[src/rtl/pgf_pkg.sv]
`default_nettype none
package pgf_pkg;

    localparam int MAX_PROCS   = 1024;
    localparam int EXTENT_BITS = 24;

    localparam int EXT_W  = EXTENT_BITS;
    localparam int CNT_W  = 11;
    localparam int RANK_W = 10;

    // shared multiplier operand widths
    localparam int MUL_A_W = (2 * EXT_W > CNT_W) ? 2 * EXT_W : CNT_W;
    localparam int MUL_B_W = (EXT_W > CNT_W) ? EXT_W : CNT_W;
    localparam int MUL_P_W = MUL_A_W + MUL_B_W;

    // three area terms, each a face product times a grid count
    localparam int COST_W = 2 * EXT_W + CNT_W + 2;

    localparam int DIV_CNT_W = $clog2(CNT_W);

    localparam int CFG_IDX_W = 2;
    localparam logic [CFG_IDX_W-1:0] REG_EXTENT_X = 2'd0;
    localparam logic [CFG_IDX_W-1:0] REG_EXTENT_Y = 2'd1;
    localparam logic [CFG_IDX_W-1:0] REG_EXTENT_Z = 2'd2;
    localparam logic [EXT_W-1:0] EXT_RESET = EXT_W'(256);

    localparam int IN_FIELDS_W  = CNT_W + RANK_W;
    localparam int IN_W         = ((IN_FIELDS_W + 7) / 8) * 8;
    localparam int OUT_FIELDS_W = 9 * CNT_W + 3 * RANK_W;
    localparam int OUT_W        = ((OUT_FIELDS_W + 7) / 8) * 8;
    localparam int OUT_PAD_W    = OUT_W - OUT_FIELDS_W;

    localparam logic [CNT_W-1:0] NO_NEIGHBOR = '1;

    typedef struct packed {
        logic [CNT_W-1:0]  grid_x;
        logic [CNT_W-1:0]  grid_y;
        logic [CNT_W-1:0]  grid_z;
        logic [RANK_W-1:0] pos_x;
        logic [RANK_W-1:0] pos_y;
        logic [RANK_W-1:0] pos_z;
        logic [CNT_W-1:0]  next_x;
        logic [CNT_W-1:0]  prev_x;
        logic [CNT_W-1:0]  next_y;
        logic [CNT_W-1:0]  prev_y;
        logic [CNT_W-1:0]  next_z;
        logic [CNT_W-1:0]  prev_z;
    } pgf_result_t;

endpackage
`default_nettype wire

[src/rtl/pgf_div.sv]
`default_nettype none
module pgf_div (
    input  logic                      clk,
    input  logic                      rst_n,
    input  logic                      start,
    input  logic [pgf_pkg::CNT_W-1:0] dividend,
    input  logic [pgf_pkg::CNT_W-1:0] divisor,
    output logic                      done,
    output logic [pgf_pkg::CNT_W-1:0] quot,
    output logic [pgf_pkg::CNT_W-1:0] remd
);
    import pgf_pkg::*;

    logic                 busy_reg, busy_next;
    logic                 done_reg, done_next;
    logic [DIV_CNT_W-1:0] cnt_reg, cnt_next;
    logic [CNT_W-1:0]     quot_reg, quot_next;
    logic [CNT_W-1:0]     rem_reg, rem_next;
    logic [CNT_W-1:0]     dsr_reg, dsr_next;

    logic [CNT_W:0] trial;
    logic [CNT_W:0] diff;
    logic           fit;

    // restoring division, one quotient bit per cycle
    assign trial = {rem_reg, quot_reg[CNT_W-1]};
    assign diff  = trial - {1'b0, dsr_reg};
    assign fit   = trial >= {1'b0, dsr_reg};

    always_comb
    begin
        busy_next = busy_reg;
        done_next = 1'b0;
        cnt_next  = cnt_reg;
        quot_next = quot_reg;
        rem_next  = rem_reg;
        dsr_next  = dsr_reg;
        if (start)
        begin
            busy_next = 1'b1;
            cnt_next  = '0;
            quot_next = dividend;
            rem_next  = '0;
            dsr_next  = divisor;
        end
        else if (busy_reg)
        begin
            quot_next = {quot_reg[CNT_W-2:0], fit};
            rem_next  = fit ? diff[CNT_W-1:0] : trial[CNT_W-1:0];
            cnt_next  = cnt_reg + 1'b1;
            if (cnt_reg == DIV_CNT_W'(CNT_W - 1))
            begin
                busy_next = 1'b0;
                done_next = 1'b1;
            end
        end
    end

    always_ff @(posedge clk or negedge rst_n)
    begin
        if (!rst_n)
        begin
            busy_reg <= 1'b0;
            done_reg <= 1'b0;
            cnt_reg  <= '0;
        end
        else
        begin
            busy_reg <= busy_next;
            done_reg <= done_next;
            cnt_reg  <= cnt_next;
        end
    end

    always_ff @(posedge clk)
    begin
        quot_reg <= quot_next;
        rem_reg  <= rem_next;
        dsr_reg  <= dsr_next;
    end

    assign done = done_reg;
    assign quot = quot_reg;
    assign remd = rem_reg;

`ifndef NO_ASSERTIONS
    a_rem_below_divisor: assert property (@(posedge clk) disable iff (!rst_n)
        done_reg |-> (rem_reg < dsr_reg))
        else $error("divider remainder not below divisor");
    a_no_restart_busy: assert property (@(posedge clk) disable iff (!rst_n)
        start |-> !busy_reg)
        else $error("divider started while busy");
    a_done_after_busy: assert property (@(posedge clk) disable iff (!rst_n)
        done_reg |-> $past(busy_reg) && !busy_reg)
        else $error("divider done without a finished run");
`endif

endmodule
`default_nettype wire

[src/rtl/pgf_mul.sv]
`default_nettype none
module pgf_mul (
    input  logic                        clk,
    input  logic [pgf_pkg::MUL_A_W-1:0] a,
    input  logic [pgf_pkg::MUL_B_W-1:0] b,
    output logic [pgf_pkg::MUL_P_W-1:0] p
);
    import pgf_pkg::*;

    logic [MUL_P_W-1:0] p_reg;

    // product registered
    always_ff @(posedge clk)
    begin
        p_reg <= MUL_P_W'(a) * MUL_P_W'(b);
    end

    assign p = p_reg;

endmodule
`default_nettype wire

[src/rtl/pgf_seq.sv]
`default_nettype none
module pgf_seq (
    input  logic                       clk,
    input  logic                       rst_n,
    input  logic                       start,
    input  logic [pgf_pkg::CNT_W-1:0]  count_in,
    input  logic [pgf_pkg::RANK_W-1:0] rank_in,
    input  logic [pgf_pkg::EXT_W-1:0]  ext_x,
    input  logic [pgf_pkg::EXT_W-1:0]  ext_y,
    input  logic [pgf_pkg::EXT_W-1:0]  ext_z,
    output logic                       idle,
    output logic                       res_valid,
    input  logic                       res_ready,
    output pgf_pkg::pgf_result_t       res
);
    import pgf_pkg::*;

    localparam logic [4:0] S_IDLE  = 5'd0;
    localparam logic [4:0] S_PA    = 5'd1;
    localparam logic [4:0] S_PB    = 5'd2;
    localparam logic [4:0] S_PC    = 5'd3;
    localparam logic [4:0] S_PD    = 5'd4;
    localparam logic [4:0] S_XDIV  = 5'd5;
    localparam logic [4:0] S_XWAIT = 5'd6;
    localparam logic [4:0] S_YDIV  = 5'd7;
    localparam logic [4:0] S_YWAIT = 5'd8;
    localparam logic [4:0] S_C0    = 5'd9;
    localparam logic [4:0] S_C1    = 5'd10;
    localparam logic [4:0] S_C2    = 5'd11;
    localparam logic [4:0] S_C3    = 5'd12;
    localparam logic [4:0] S_SLAB0 = 5'd13;
    localparam logic [4:0] S_SLAB1 = 5'd14;
    localparam logic [4:0] S_D1    = 5'd15;
    localparam logic [4:0] S_D1W   = 5'd16;
    localparam logic [4:0] S_D2    = 5'd17;
    localparam logic [4:0] S_D2W   = 5'd18;
    localparam logic [4:0] S_M0    = 5'd19;
    localparam logic [4:0] S_M1    = 5'd20;
    localparam logic [4:0] S_M2    = 5'd21;
    localparam logic [4:0] S_OUT   = 5'd22;

    logic [4:0] state_reg, state_next;
    logic       have_reg, have_next;

    logic [CNT_W-1:0]  n_reg, n_next;
    logic [RANK_W-1:0] r_reg, r_next;
    logic [CNT_W-1:0]  ix_reg, ix_next;
    logic [CNT_W-1:0]  iy_reg, iy_next;
    logic [CNT_W-1:0]  quo_reg, quo_next;
    logic [CNT_W-1:0]  iz_reg, iz_next;
    logic [CNT_W-1:0]  gx_reg, gx_next;
    logic [CNT_W-1:0]  gy_reg, gy_next;
    logic [CNT_W-1:0]  gz_reg, gz_next;
    logic [COST_W-1:0] acc_reg, acc_next;
    logic [COST_W-1:0] best_reg, best_next;
    logic [COST_W-1:0] axy_reg, axy_next;
    logic [COST_W-1:0] axz_reg, axz_next;
    logic [COST_W-1:0] ayz_reg, ayz_next;
    logic [CNT_W-1:0]  slab_reg, slab_next;
    logic [RANK_W-1:0] rs_reg, rs_next;
    logic [RANK_W-1:0] px_reg, px_next;
    logic [RANK_W-1:0] py_reg, py_next;
    logic [RANK_W-1:0] pz_reg, pz_next;
    logic [CNT_W-1:0]  wy_reg, wy_next;
    logic [CNT_W-1:0]  wz_reg, wz_next;

    logic [MUL_A_W-1:0] mul_a;
    logic [MUL_B_W-1:0] mul_b;
    logic [MUL_P_W-1:0] mul_p;
    logic [COST_W-1:0]  prod;
    logic [COST_W-1:0]  cost;

    logic             div_start;
    logic [CNT_W-1:0] div_num;
    logic [CNT_W-1:0] div_den;
    logic             div_done;
    logic [CNT_W-1:0] div_q;
    logic [CNT_W-1:0] div_r;

    logic [CNT_W-1:0] n_sat;
    logic [CNT_W-1:0] n_sat_m1;
    logic             last_x;
    logic             last_y;

    pgf_mul u_mul (
        .clk (clk),
        .a   (mul_a),
        .b   (mul_b),
        .p   (mul_p)
    );

    pgf_div u_div (
        .clk      (clk),
        .rst_n    (rst_n),
        .start    (div_start),
        .dividend (div_num),
        .divisor  (div_den),
        .done     (div_done),
        .quot     (div_q),
        .remd     (div_r)
    );

    assign prod = COST_W'(mul_p);
    assign cost = acc_reg + prod;

    always_comb
    begin
        if (count_in == '0)
            n_sat = CNT_W'(1);
        else if (count_in > CNT_W'(MAX_PROCS))
            n_sat = CNT_W'(MAX_PROCS);
        else
            n_sat = count_in;
    end
    assign n_sat_m1 = n_sat - 1'b1;

    assign last_x = ix_reg == n_reg;
    assign last_y = iy_reg == quo_reg;

    always_comb
    begin
        mul_a = '0;
        mul_b = '0;
        case (state_reg)
            S_PA:
            begin
                mul_a = MUL_A_W'(ext_x);
                mul_b = MUL_B_W'(ext_y);
            end
            S_PB:
            begin
                mul_a = MUL_A_W'(ext_x);
                mul_b = MUL_B_W'(ext_z);
            end
            S_PC:
            begin
                mul_a = MUL_A_W'(ext_y);
                mul_b = MUL_B_W'(ext_z);
            end
            S_C0:
            begin
                mul_a = MUL_A_W'(axy_reg);
                mul_b = MUL_B_W'(iz_reg);
            end
            S_C1:
            begin
                mul_a = MUL_A_W'(axz_reg);
                mul_b = MUL_B_W'(iy_reg);
            end
            S_C2:
            begin
                mul_a = MUL_A_W'(ayz_reg);
                mul_b = MUL_B_W'(ix_reg);
            end
            S_SLAB0:
            begin
                mul_a = MUL_A_W'(gx_reg);
                mul_b = MUL_B_W'(gy_reg);
            end
            S_M0:
            begin
                mul_a = MUL_A_W'(gx_reg);
                mul_b = MUL_B_W'(gy_reg - 1'b1);
            end
            S_M1:
            begin
                mul_a = MUL_A_W'(slab_reg);
                mul_b = MUL_B_W'(gz_reg - 1'b1);
            end
            default:
            begin
                mul_a = '0;
                mul_b = '0;
            end
        endcase
    end

    always_comb
    begin
        div_start = 1'b0;
        div_num   = '0;
        div_den   = CNT_W'(1);
        case (state_reg)
            S_XDIV:
            begin
                div_start = 1'b1;
                div_num   = n_reg;
                div_den   = ix_reg;
            end
            S_YDIV:
            begin
                div_start = 1'b1;
                div_num   = quo_reg;
                div_den   = iy_reg;
            end
            S_D1:
            begin
                div_start = 1'b1;
                div_num   = CNT_W'(r_reg);
                div_den   = slab_reg;
            end
            S_D2:
            begin
                div_start = 1'b1;
                div_num   = CNT_W'(rs_reg);
                div_den   = gx_reg;
            end
            default:
            begin
                div_start = 1'b0;
            end
        endcase
    end

    always_comb
    begin
        state_next = state_reg;
        have_next  = have_reg;
        n_next     = n_reg;
        r_next     = r_reg;
        ix_next    = ix_reg;
        iy_next    = iy_reg;
        quo_next   = quo_reg;
        iz_next    = iz_reg;
        gx_next    = gx_reg;
        gy_next    = gy_reg;
        gz_next    = gz_reg;
        acc_next   = acc_reg;
        best_next  = best_reg;
        axy_next   = axy_reg;
        axz_next   = axz_reg;
        ayz_next   = ayz_reg;
        slab_next  = slab_reg;
        rs_next    = rs_reg;
        px_next    = px_reg;
        py_next    = py_reg;
        pz_next    = pz_reg;
        wy_next    = wy_reg;
        wz_next    = wz_reg;

        case (state_reg)
            S_IDLE:
            begin
                if (start)
                begin
                    n_next = n_sat;
                    if (CNT_W'(rank_in) >= n_sat)
                        r_next = RANK_W'(n_sat_m1);
                    else
                        r_next = rank_in;
                    state_next = S_PA;
                end
            end
            S_PA:
                state_next = S_PB;
            S_PB:
            begin
                axy_next   = prod;
                state_next = S_PC;
            end
            S_PC:
            begin
                axz_next   = prod;
                state_next = S_PD;
            end
            S_PD:
            begin
                ayz_next   = prod;
                ix_next    = CNT_W'(1);
                have_next  = 1'b0;
                state_next = S_XDIV;
            end
            S_XDIV:
                state_next = S_XWAIT;
            S_XWAIT:
            begin
                if (div_done)
                begin
                    if (div_r == '0)
                    begin
                        quo_next   = div_q;
                        iy_next    = CNT_W'(1);
                        state_next = S_YDIV;
                    end
                    else if (last_x)
                        state_next = S_SLAB0;
                    else
                    begin
                        ix_next    = ix_reg + 1'b1;
                        state_next = S_XDIV;
                    end
                end
            end
            S_YDIV:
                state_next = S_YWAIT;
            S_YWAIT:
            begin
                if (div_done)
                begin
                    if (div_r == '0)
                    begin
                        iz_next    = div_q;
                        state_next = S_C0;
                    end
                    else if (!last_y)
                    begin
                        iy_next    = iy_reg + 1'b1;
                        state_next = S_YDIV;
                    end
                    else if (last_x)
                        state_next = S_SLAB0;
                    else
                    begin
                        ix_next    = ix_reg + 1'b1;
                        state_next = S_XDIV;
                    end
                end
            end
            S_C0:
                state_next = S_C1;
            S_C1:
            begin
                acc_next   = prod;
                state_next = S_C2;
            end
            S_C2:
            begin
                acc_next   = cost;
                state_next = S_C3;
            end
            S_C3:
            begin
                // strict improvement only, so the first minimum is kept
                if (!have_reg || (cost < best_reg))
                begin
                    have_next = 1'b1;
                    best_next = cost;
                    gx_next   = ix_reg;
                    gy_next   = iy_reg;
                    gz_next   = iz_reg;
                end
                if (!last_y)
                begin
                    iy_next    = iy_reg + 1'b1;
                    state_next = S_YDIV;
                end
                else if (last_x)
                    state_next = S_SLAB0;
                else
                begin
                    ix_next    = ix_reg + 1'b1;
                    state_next = S_XDIV;
                end
            end
            S_SLAB0:
                state_next = S_SLAB1;
            S_SLAB1:
            begin
                slab_next  = CNT_W'(mul_p);
                state_next = S_D1;
            end
            S_D1:
                state_next = S_D1W;
            S_D1W:
            begin
                if (div_done)
                begin
                    pz_next    = RANK_W'(div_q);
                    rs_next    = RANK_W'(div_r);
                    state_next = S_D2;
                end
            end
            S_D2:
                state_next = S_D2W;
            S_D2W:
            begin
                // slab is a multiple of gx, so this remainder is rank mod gx
                if (div_done)
                begin
                    py_next    = RANK_W'(div_q);
                    px_next    = RANK_W'(div_r);
                    state_next = S_M0;
                end
            end
            S_M0:
                state_next = S_M1;
            S_M1:
            begin
                wy_next    = CNT_W'(mul_p);
                state_next = S_M2;
            end
            S_M2:
            begin
                wz_next    = CNT_W'(mul_p);
                state_next = S_OUT;
            end
            S_OUT:
            begin
                if (res_ready)
                    state_next = S_IDLE;
            end
            default:
                state_next = S_IDLE;
        endcase
    end

    always_ff @(posedge clk or negedge rst_n)
    begin
        if (!rst_n)
        begin
            state_reg <= S_IDLE;
            have_reg  <= 1'b0;
        end
        else
        begin
            state_reg <= state_next;
            have_reg  <= have_next;
        end
    end

    always_ff @(posedge clk)
    begin
        n_reg    <= n_next;
        r_reg    <= r_next;
        ix_reg   <= ix_next;
        iy_reg   <= iy_next;
        quo_reg  <= quo_next;
        iz_reg   <= iz_next;
        gx_reg   <= gx_next;
        gy_reg   <= gy_next;
        gz_reg   <= gz_next;
        acc_reg  <= acc_next;
        best_reg <= best_next;
        axy_reg  <= axy_next;
        axz_reg  <= axz_next;
        ayz_reg  <= ayz_next;
        slab_reg <= slab_next;
        rs_reg   <= rs_next;
        px_reg   <= px_next;
        py_reg   <= py_next;
        pz_reg   <= pz_next;
        wy_reg   <= wy_next;
        wz_reg   <= wz_next;
    end

    // periodic neighbors, all in 11-bit wrapping arithmetic
    logic [CNT_W-1:0] r_w;
    logic [CNT_W-1:0] px_w;
    logic [CNT_W-1:0] py_w;
    logic [CNT_W-1:0] pz_w;

    assign r_w  = CNT_W'(r_reg);
    assign px_w = CNT_W'(px_reg);
    assign py_w = CNT_W'(py_reg);
    assign pz_w = CNT_W'(pz_reg);

    always_comb
    begin
        res.grid_x = gx_reg;
        res.grid_y = gy_reg;
        res.grid_z = gz_reg;
        res.pos_x  = px_reg;
        res.pos_y  = py_reg;
        res.pos_z  = pz_reg;
        if (gx_reg > CNT_W'(1))
        begin
            res.next_x = (px_w < gx_reg - 1'b1) ? r_w + 1'b1 : r_w - (gx_reg - 1'b1);
            res.prev_x = (px_w > '0) ? r_w - 1'b1 : r_w + (gx_reg - 1'b1);
        end
        else
        begin
            res.next_x = NO_NEIGHBOR;
            res.prev_x = NO_NEIGHBOR;
        end
        if (gy_reg > CNT_W'(1))
        begin
            res.next_y = (py_w < gy_reg - 1'b1) ? r_w + gx_reg : r_w - wy_reg;
            res.prev_y = (py_w > '0) ? r_w - gx_reg : r_w + wy_reg;
        end
        else
        begin
            res.next_y = NO_NEIGHBOR;
            res.prev_y = NO_NEIGHBOR;
        end
        if (gz_reg > CNT_W'(1))
        begin
            res.next_z = (pz_w < gz_reg - 1'b1) ? r_w + slab_reg : r_w - wz_reg;
            res.prev_z = (pz_w > '0) ? r_w - slab_reg : r_w + wz_reg;
        end
        else
        begin
            res.next_z = NO_NEIGHBOR;
            res.prev_z = NO_NEIGHBOR;
        end
    end

    assign idle      = state_reg == S_IDLE;
    assign res_valid = state_reg == S_OUT;

`ifndef NO_ASSERTIONS
    a_grid_product: assert property (@(posedge clk) disable iff (!rst_n)
        res_valid |-> ((33'(gx_reg) * 33'(gy_reg) * 33'(gz_reg)) == 33'(n_reg)))
        else $error("chosen grid does not multiply to the process count");
    a_pos_in_grid: assert property (@(posedge clk) disable iff (!rst_n)
        res_valid |-> (px_w < gx_reg) && (py_w < gy_reg) && (pz_w < gz_reg))
        else $error("position outside chosen grid");
    a_ix_in_range: assert property (@(posedge clk) disable iff (!rst_n)
        (state_reg == S_XWAIT || state_reg == S_YWAIT || state_reg == S_C3)
        |-> (ix_reg >= CNT_W'(1)) && (ix_reg <= n_reg))
        else $error("search index out of range");
    a_iy_in_range: assert property (@(posedge clk) disable iff (!rst_n)
        (state_reg == S_YWAIT || state_reg == S_C3)
        |-> (iy_reg >= CNT_W'(1)) && (iy_reg <= quo_reg))
        else $error("inner search index out of range");
`endif

endmodule
`default_nettype wire

[src/rtl/proc_grid_factor_and_torus_neighbors.sv]
`default_nettype none
// Splits a process count into a 3d grid gx*gy*gz that minimizes the total
// sub-domain face area for the configured domain extents (first strict
// minimum with gx, then gy ascending), and reports the rank's x-fastest
// position plus its six periodic neighbor ranks (all ones where an axis
// has a single process). Counts of zero read as 1, counts above 1024 as
// 1024, and a rank at or above the count is clamped to count-1. One item
// is worked at a time and s_axis_tready is low meanwhile. Every divisor
// test goes through one shared 11-step restoring divider and each
// candidate cost is formed on the shared multiplier. The extents are
// written through the cfg port (index 0, 1, 2 for x, y, z; other indexes
// are ignored); the user must write them only while the block is idle,
// which the block itself does not enforce.
module proc_grid_factor_and_torus_neighbors (
    input  logic                          clk,
    input  logic                          rst_n,
    input  logic                          s_axis_tvalid,
    output logic                          s_axis_tready,
    // proc_count[10:0], rank[20:11], zero pad
    input  logic [pgf_pkg::IN_W-1:0]      s_axis_tdata,
    output logic                          m_axis_tvalid,
    input  logic                          m_axis_tready,
    // grid_x, grid_y, grid_z, pos_x, pos_y, pos_z, next_x, prev_x,
    // next_y, prev_y, next_z, prev_z, zero pad
    output logic [pgf_pkg::OUT_W-1:0]     m_axis_tdata,
    input  logic                          cfg_valid,
    output logic                          cfg_ready,
    input  logic [pgf_pkg::CFG_IDX_W-1:0] cfg_index,
    input  logic [pgf_pkg::EXT_W-1:0]     cfg_data
);
    import pgf_pkg::*;

    logic [EXT_W-1:0] ext_x_reg;
    logic [EXT_W-1:0] ext_y_reg;
    logic [EXT_W-1:0] ext_z_reg;

    logic             out_valid_reg, out_valid_next;
    logic [OUT_W-1:0] out_data_reg, out_data_next;

    logic        seq_idle;
    logic        seq_start;
    logic        res_valid;
    logic        res_ready;
    pgf_result_t res;

    assign cfg_ready = 1'b1;

    always_ff @(posedge clk or negedge rst_n)
    begin
        if (!rst_n)
        begin
            ext_x_reg <= EXT_RESET;
            ext_y_reg <= EXT_RESET;
            ext_z_reg <= EXT_RESET;
        end
        else if (cfg_valid && cfg_ready)
        begin
            case (cfg_index)
                REG_EXTENT_X: ext_x_reg <= cfg_data;
                REG_EXTENT_Y: ext_y_reg <= cfg_data;
                REG_EXTENT_Z: ext_z_reg <= cfg_data;
                default:      ext_x_reg <= ext_x_reg;
            endcase
        end
    end

    assign s_axis_tready = seq_idle;
    assign seq_start     = s_axis_tvalid && s_axis_tready;

    pgf_seq u_seq (
        .clk       (clk),
        .rst_n     (rst_n),
        .start     (seq_start),
        .count_in  (s_axis_tdata[CNT_W-1:0]),
        .rank_in   (s_axis_tdata[CNT_W+RANK_W-1:CNT_W]),
        .ext_x     (ext_x_reg),
        .ext_y     (ext_y_reg),
        .ext_z     (ext_z_reg),
        .idle      (seq_idle),
        .res_valid (res_valid),
        .res_ready (res_ready),
        .res       (res)
    );

    // output register frees the sequencer as soon as a result is taken
    assign res_ready = !out_valid_reg || m_axis_tready;

    always_comb
    begin
        out_valid_next = out_valid_reg;
        out_data_next  = out_data_reg;
        if (out_valid_reg && m_axis_tready)
            out_valid_next = 1'b0;
        if (res_valid && res_ready)
        begin
            out_valid_next = 1'b1;
            out_data_next  = {{OUT_PAD_W{1'b0}},
                              res.prev_z, res.next_z, res.prev_y, res.next_y,
                              res.prev_x, res.next_x,
                              res.pos_z, res.pos_y, res.pos_x,
                              res.grid_z, res.grid_y, res.grid_x};
        end
    end

    always_ff @(posedge clk or negedge rst_n)
    begin
        if (!rst_n)
            out_valid_reg <= 1'b0;
        else
            out_valid_reg <= out_valid_next;
    end

    always_ff @(posedge clk)
    begin
        out_data_reg <= out_data_next;
    end

    assign m_axis_tvalid = out_valid_reg;
    assign m_axis_tdata  = out_data_reg;

endmodule
`default_nettype wire

[config.mk]
export PLATFORM = sky130hd
export DESIGN_NAME = proc_grid_factor_and_torus_neighbors
export DESIGN_NICKNAME = d
export VERILOG_FILES = /design/src/rtl/pgf_pkg.sv /design/src/rtl/pgf_div.sv /design/src/rtl/pgf_mul.sv /design/src/rtl/pgf_seq.sv /design/src/rtl/proc_grid_factor_and_torus_neighbors.sv
export SDC_FILE = /design/constraint.sdc
export NUM_CORES = 2
export LEC_CHECK = 0
export BUFFER_PORTS_ARGS = -buffer_cell sky130_fd_sc_hd__buf_2
export CAP_MARGIN = 20
export CORE_ASPECT_RATIO = 1.2
export CORE_MARGIN = 1
export CORE_UTILIZATION = 60
export CTS_CLUSTER_DIAMETER = 150
export CTS_CLUSTER_SIZE = 24
export DETAILED_ROUTE_END_ITERATION = 6
export HOLD_SLACK_MARGIN = 0.06
export PLACE_DENSITY = 0.86
export SLEW_MARGIN = 0
export SYNTH_ARGS = -nofsm -noshare
export SYNTH_HDL_FRONTEND = slang
export SYNTH_SLANG_ARGS = --single-unit
[constraint.sdc]
create_clock -name clk -period 13.6 [get_ports clk]
set_input_delay 2.04 -clock clk [delete_from_list [all_inputs] [get_ports clk]]
set_output_delay 2.04 -clock clk [all_outputs]
set_load 0.02 [all_outputs]
Word-level counts from Yosys, hierarchy flattened:

Index checks and enable logic that the tools add are counted.

* register bits after elaboration: 745
* bits in latches: 0
* RAM bits: 0
* bits in read-only memories: 0
* output and inout bits: 139
* memories kept: 0

* $add $sub $neg: 23
* multiply operators: 1
* divide/modulo/power cells: 0
* $lt $le $gt $ge: 13
* equal/unequal tests: 37
* shift-type cells: 0
* mux-type cells: 54
* bitwise operators: 0
* reduce and logical (&&, ||, !) cells: 34

Operators with widths (number)
* $pmux W48 S7: 1
* $mux W11: 22
* $pmux W24 S8: 1
* $pmux W11 S4: 3
* $pmux W61 S2: 1
* $pmux W5 S23: 1
* $add A61 B61 Y61: 1
* $lt A61 B61 Y1: 1
* $mul A48 B24 Y61: 1
* $add A10 B11 Y11: 5
* $sub A10 B11 Y11: 5
* $mux W5: 9
* $eq A5 B4 Y1 const B: 8
* $eq A5 B5 Y1 const B: 7
* $gt A11 B1 Y1 const B: 3
* $lt A10 B11 Y1: 3
* $pmux W11 S3: 1
* $sub A11 B1 Y11 const B: 3
* $gt A10 B1 Y1 const B: 3
* $sub A11 B1 Y12 const B: 2
* $add A11 B1 Y11 const B: 2
* $eq A11 B11 Y1: 2
* $logic_not A11 Y1: 2
* $eq A5 B3 Y1 const B: 4
* 33 further kinds: 71

Logic depth before layout (Yosys ltp):

* depth after elaboration: 6
* gate-level depth with buffers: 38
* depth with buffers taken out: 32

Hierarchy:

A second synthesis with hierarchy kept.

* cells, all modules: 7211
* area total of the unflattened synthesis: 73959.7 um^2

By module, submodules not included
* pgf_mul: times used 1, cells each 4124, area each 37033.0 um^2, sequential area each 1441.4 um^2
* pgf_seq: times used 1, cells each 2561, area each 27817.9 um^2, sequential area each 13272.7 um^2
* proc_grid_factor_and_torus_neighbors: times used 1, cells each 297, area each 6713.9 um^2, sequential area each 5704.2 um^2
* pgf_div: times used 1, cells each 229, area each 2394.8 um^2, sequential area each 1031.0 um^2

Least setup slack after synthesis:

No wires, ideal clock.

* path type: reg-to-reg
* from: reg u_seq.state_reg[3]
* to: reg u_seq.u_mul.p_reg[59], in the netlist u_seq.u_mul.p[59]
* arrival time: 10.608 ns
* data required time: 13.466 ns
* slack: 2.858 ns
* cell stages (with the launch flop): 38
* path buffers: 6
* clock period less this slack: 10.742 ns
* cells stage by stage: dfrtp_1 buf_4 inv_2 nand2_4 nor2_1 and2_1 buf_6 nor2b_1 or2_0 buf_2 clkbuf_1 nand2_1 nand3_1 clkbuf_1 nand2_1 fa_1 inv_1 fa_1 [2 not listed] fa_1 inv_1 fa_1 fa_1 inv_1 fa_1 inv_1 ha_1 clkbuf_1 a211oi_1 o21ai_0 a221oi_1 a21oi_1 o211a_1 o21a_1 nor3_2 nor3_1 or4b_1

* word-level cells in the longest chain between the ends: 4

RTL lines
* from (decl): RTL line pgf_seq.sv:42 `logic [4:0] state_reg, state_next;`
* from (signal assigned): RTL line pgf_seq.sv:416 `state_reg <= state_next;`
* $eq A5 B2 Y1, or another cell as far along: RTL line pgf_seq.sv:124 `case (state_reg)`
* $reduce_or A2 Y1 (no source line)
* $pmux W24 S8 or $pmux W48 S7 (tied branches): RTL line pgf_seq.sv:124
* $mul A48 B24 Y61 (*): RTL line pgf_mul.sv:15 `p_reg <= MUL_P_W'(a) * MUL_P_W'(b);`
* to (signal assigned): RTL line pgf_mul.sv:15
* to (decl): RTL line pgf_mul.sv:10 `logic [MUL_P_W-1:0] p_reg;`

Every way passes the cells marked *; elsewhere a longest branch is shown, timed or not.
A chain may end at the register's enable or synchronous reset.

Worst setup path in the final report:

* from: reg u_seq.state_reg[1]
* to: reg u_seq.u_mul.p_reg[60], in the netlist u_seq.u_mul.p[60]

Same word-level chain as after synthesis.

==> results.json <==
{
  "status": "finished, final reports clean",
  "r2r_cells": 28,
  "cts-root-buf": "clkbuf_16",
  "critPathSlowestCell": "a221o_1",
  "timing.setup.tns_ns": 0,
  "drt-total-wl_mm": 191,
  "whs_endpoint": "u_seq.gz_reg[6]$_DFFE_PP_",
  "overflow": 0,
  "drive_gt1_share_pct": 7.56,
  "wl_per_cell_um": 21.8,
  "critical-path-max-stage-delay_ns": 0.99,
  "r2r_start": "u_seq.state_reg[1]$_DFFE_PN0P_",
  "r2r-end": "u_seq.u_mul.p[60]$_DFF_P_",
  "cts_buffers": 37,
  "antenna_found_initial": 15,
  "grt_use_met2_pct": 55.9,
  "tightest_slew_ns": 1.23,
  "synth_edf_count": 588,
  "largest_reg_flops": 129,
  "nets": 8634,
  "path_class": "register to register",
  "grt_use_total_pct": 32.8,
  "synth_cell_types": 108,
  "coreArea_um2": 115000,
  "ys_warn_count": 0,
  "cp_data_arrival_time_ns": 12.36,
  "grt_first_pass_wirelength_mm": 298,
  "timing.fmax_mhz": 84.7,
  "dp_cells": 8701,
  "path_common_cell": "fa_1",
  "synth_flop_cell": "edfxtp_1",
  "cts_setup_buffers": 0,
  "fin_cells": 8781,
  "async_flop_share_pct": 11.4,
  "cts_sinks": 745,
  "avgSynthCellArea_um2": 10.1,
  "dp_hpwl_mm": 146,
  "area_delta_synth_final_pct": 6.93,
  "synth-seq-cells": 745,
  "path_max_fanout": 24,
  "cap_violations": 0,
  "grt-busiest-layer": "met2",
  "r2r_slack_ns": 1.80,
  "drtIter0Drc": 5188,
  "skew_ns": 0.0617,
  "dieArea_um2": 118000,
  "hold_path.startpoint": "u_seq.iz_reg[6]$_DFFE_PP_",
  "cp-start-kind": "register",
  "io_pins": 194,
  "h-tree-depth": 2,
  "first_pass_iters": 7,
  "cts-resized-gates": 0,
  "finalCriticalPeriod_ns": 11.80,
  "syn_inst": 6925,
  "fp.dieW_um": 314,
  "rows": 136,
  "start_util_pct": 60.8,
  "die_y_um": 376,
  "path_clk_slew_ns": 0.11,
  "cts_buffer_depth": 3,
  "fin_crit_sh_pct": 86.8,
  "endpoint_kind": "register",
  "grtUsageMet3_pct": 6.57,
  "setup_viol": 0,
  "slew_headroom_pct": 17.3,
  "vias": 52400,
  "final_hold_viol_count": 0,
  "ys_seq_area_share_pct": 30.3,
  "ctsHoldBuffers": 0,
  "via_per_inst": 5.97,
  "port_buffers": 182,
  "rsz0062_at_grt": "false",
  "synthesis.area_um2": 70000,
  "globalplace.congestion": 0.995,
  "nFillCells": 8645,
  "grt_pass1_vias": 55300,
  "grt_use_met1_pct": 37.2,
  "drc": 0,
  "slew_viol_final": 0,
  "required_ns": 14.15,
  "cts_tree": "yes",
  "final_antenna_net_count": 0,
  "whs_ns": 0.468,
  "finalWorstSetupSlack_ns": 1.80,
  "grt_max_degree": 79,
  "hold_class": "register to register",
  "min_path_cells": 0,
  "dpl_worst_slack_ns": 2.10,
  "clk_latency_ns": 0.64
}
## cell families after synthesis
group | count (synthesis) | share of synthesized area, %
AOI/OAI and AO/OA | 876 | 8.44
buffers and inverters | 1636 | 8.99
and+or+nand+nor | 1884 | 11.8
DFF | 745 | 30.3
muxes | 195 | 2.99
xor gates and xnor gates | 239 | 2.99
adders and majority gates | 1348 | 34.5
other | 2 | 0.0107
## placed cells by master, fill, tap and decap left out, types with 40 or more instances in the layout
cell type,instances
nand3_1,93
and2_1,78
nand4_1,51
fa_1,966
o21bai_1,40
o21ai_0,158
dfxtp_1,72
ha_1,382
nand2_1,1044
xor2_1,80
a21o_1,90
a21oi_1,237
edfxtp_1,588
o21a_1,40
buf_4,119
mux2i_1,80
conb_1,254
nor2_1,337
dfrtp_1,81
xnor2_1,159
nor3_1,64
buf_2,181
mux2_2,115
inv_1,1338
## through the flow
stage	util [%]	cell area [um^2]
3_3_place_gp	63.9	73500
3_5_place_dp	63.9	73500
6_report	65.1	74800
2_1_floorplan	-	70900
5_1_grt	65.1	74800
4_1_cts	64.9	74700
## how the worst max path moves through the flow
| stage | depth (start not counted) | slack (ns) | endpoint | from |
|---|---|---|---|---|
| CTS | 28 | 2.08 | u_seq.u_mul.p[60]$_DFF_P_ | u_seq.state_reg[1]$_DFFE_PN0P_ |
| floorplan | 37 | 2.86 | u_seq.u_mul.p[59]$_DFF_P_ | u_seq.state_reg[3]$_DFFE_PN0P_ |
| global route | 28 | 1.67 | u_seq.u_mul.p[60]$_DFF_P_ | u_seq.state_reg[1]$_DFFE_PN0P_ |
| global placement | 28 | 2.33 | u_seq.u_mul.p[60]$_DFF_P_ | u_seq.state_reg[0]$_DFFE_PN0P_ |
| detailed placement | 28 | 2.10 | u_seq.u_mul.p[60]$_DFF_P_ | u_seq.state_reg[0]$_DFFE_PN0P_ |
| finish | 28 | 1.80 | u_seq.u_mul.p[60]$_DFF_P_ | u_seq.state_reg[1]$_DFFE_PN0P_ |
## critical path, delay by kind of cell, from the launching register on
family          cells  cell delay (ns)
simple gates        7             3.09
compound gates      7             3.28
fa+ha+maj           8             3.97
buf+inv             5             0.57
flops               1             0.64
xor+xnor            1             0.11
## per-layer routing
layer | vias to the layer above | routed length, um
li1 | 22600 | -
met1 | 25900 | 63500
met2 | 2985 | 92800
met3 | 960 | 18600
met4 | 22 | 16100
met5 | - | 140
## layout make-up
class	count	area (um^2)	area share, %
multi-input combinational	4796	43600	58.2
sequential	745	21200	28.4
inverter	1342	5040	6.73
timing repair buffer	309	1970	2.64
tap	1518	1900	2.54
clock buffer	62	1020	1.36
clock inverter	5	91.3	0.122
antenna	4	10.0	0.0134
## cells in the mapped netlist, drive strengths merged (82+ instances only)
cell       n  area [um^2]
a21o      92          693
a21oi    238         1190
clkbuf   245          980
dfrtp     82         2050
edfxtp   588        17700
fa       966        19300
ha       382         4780
inv     1341         5030
mux2     115         1290
nand2   1049         3950
nand3     96          485
nor2     340         1280
o21ai    168          848
xnor2    159         1390
Power is left out: the tool's default activity adds up to more than one toggle a clock period on the data nets, which glitch-free logic cannot reach.
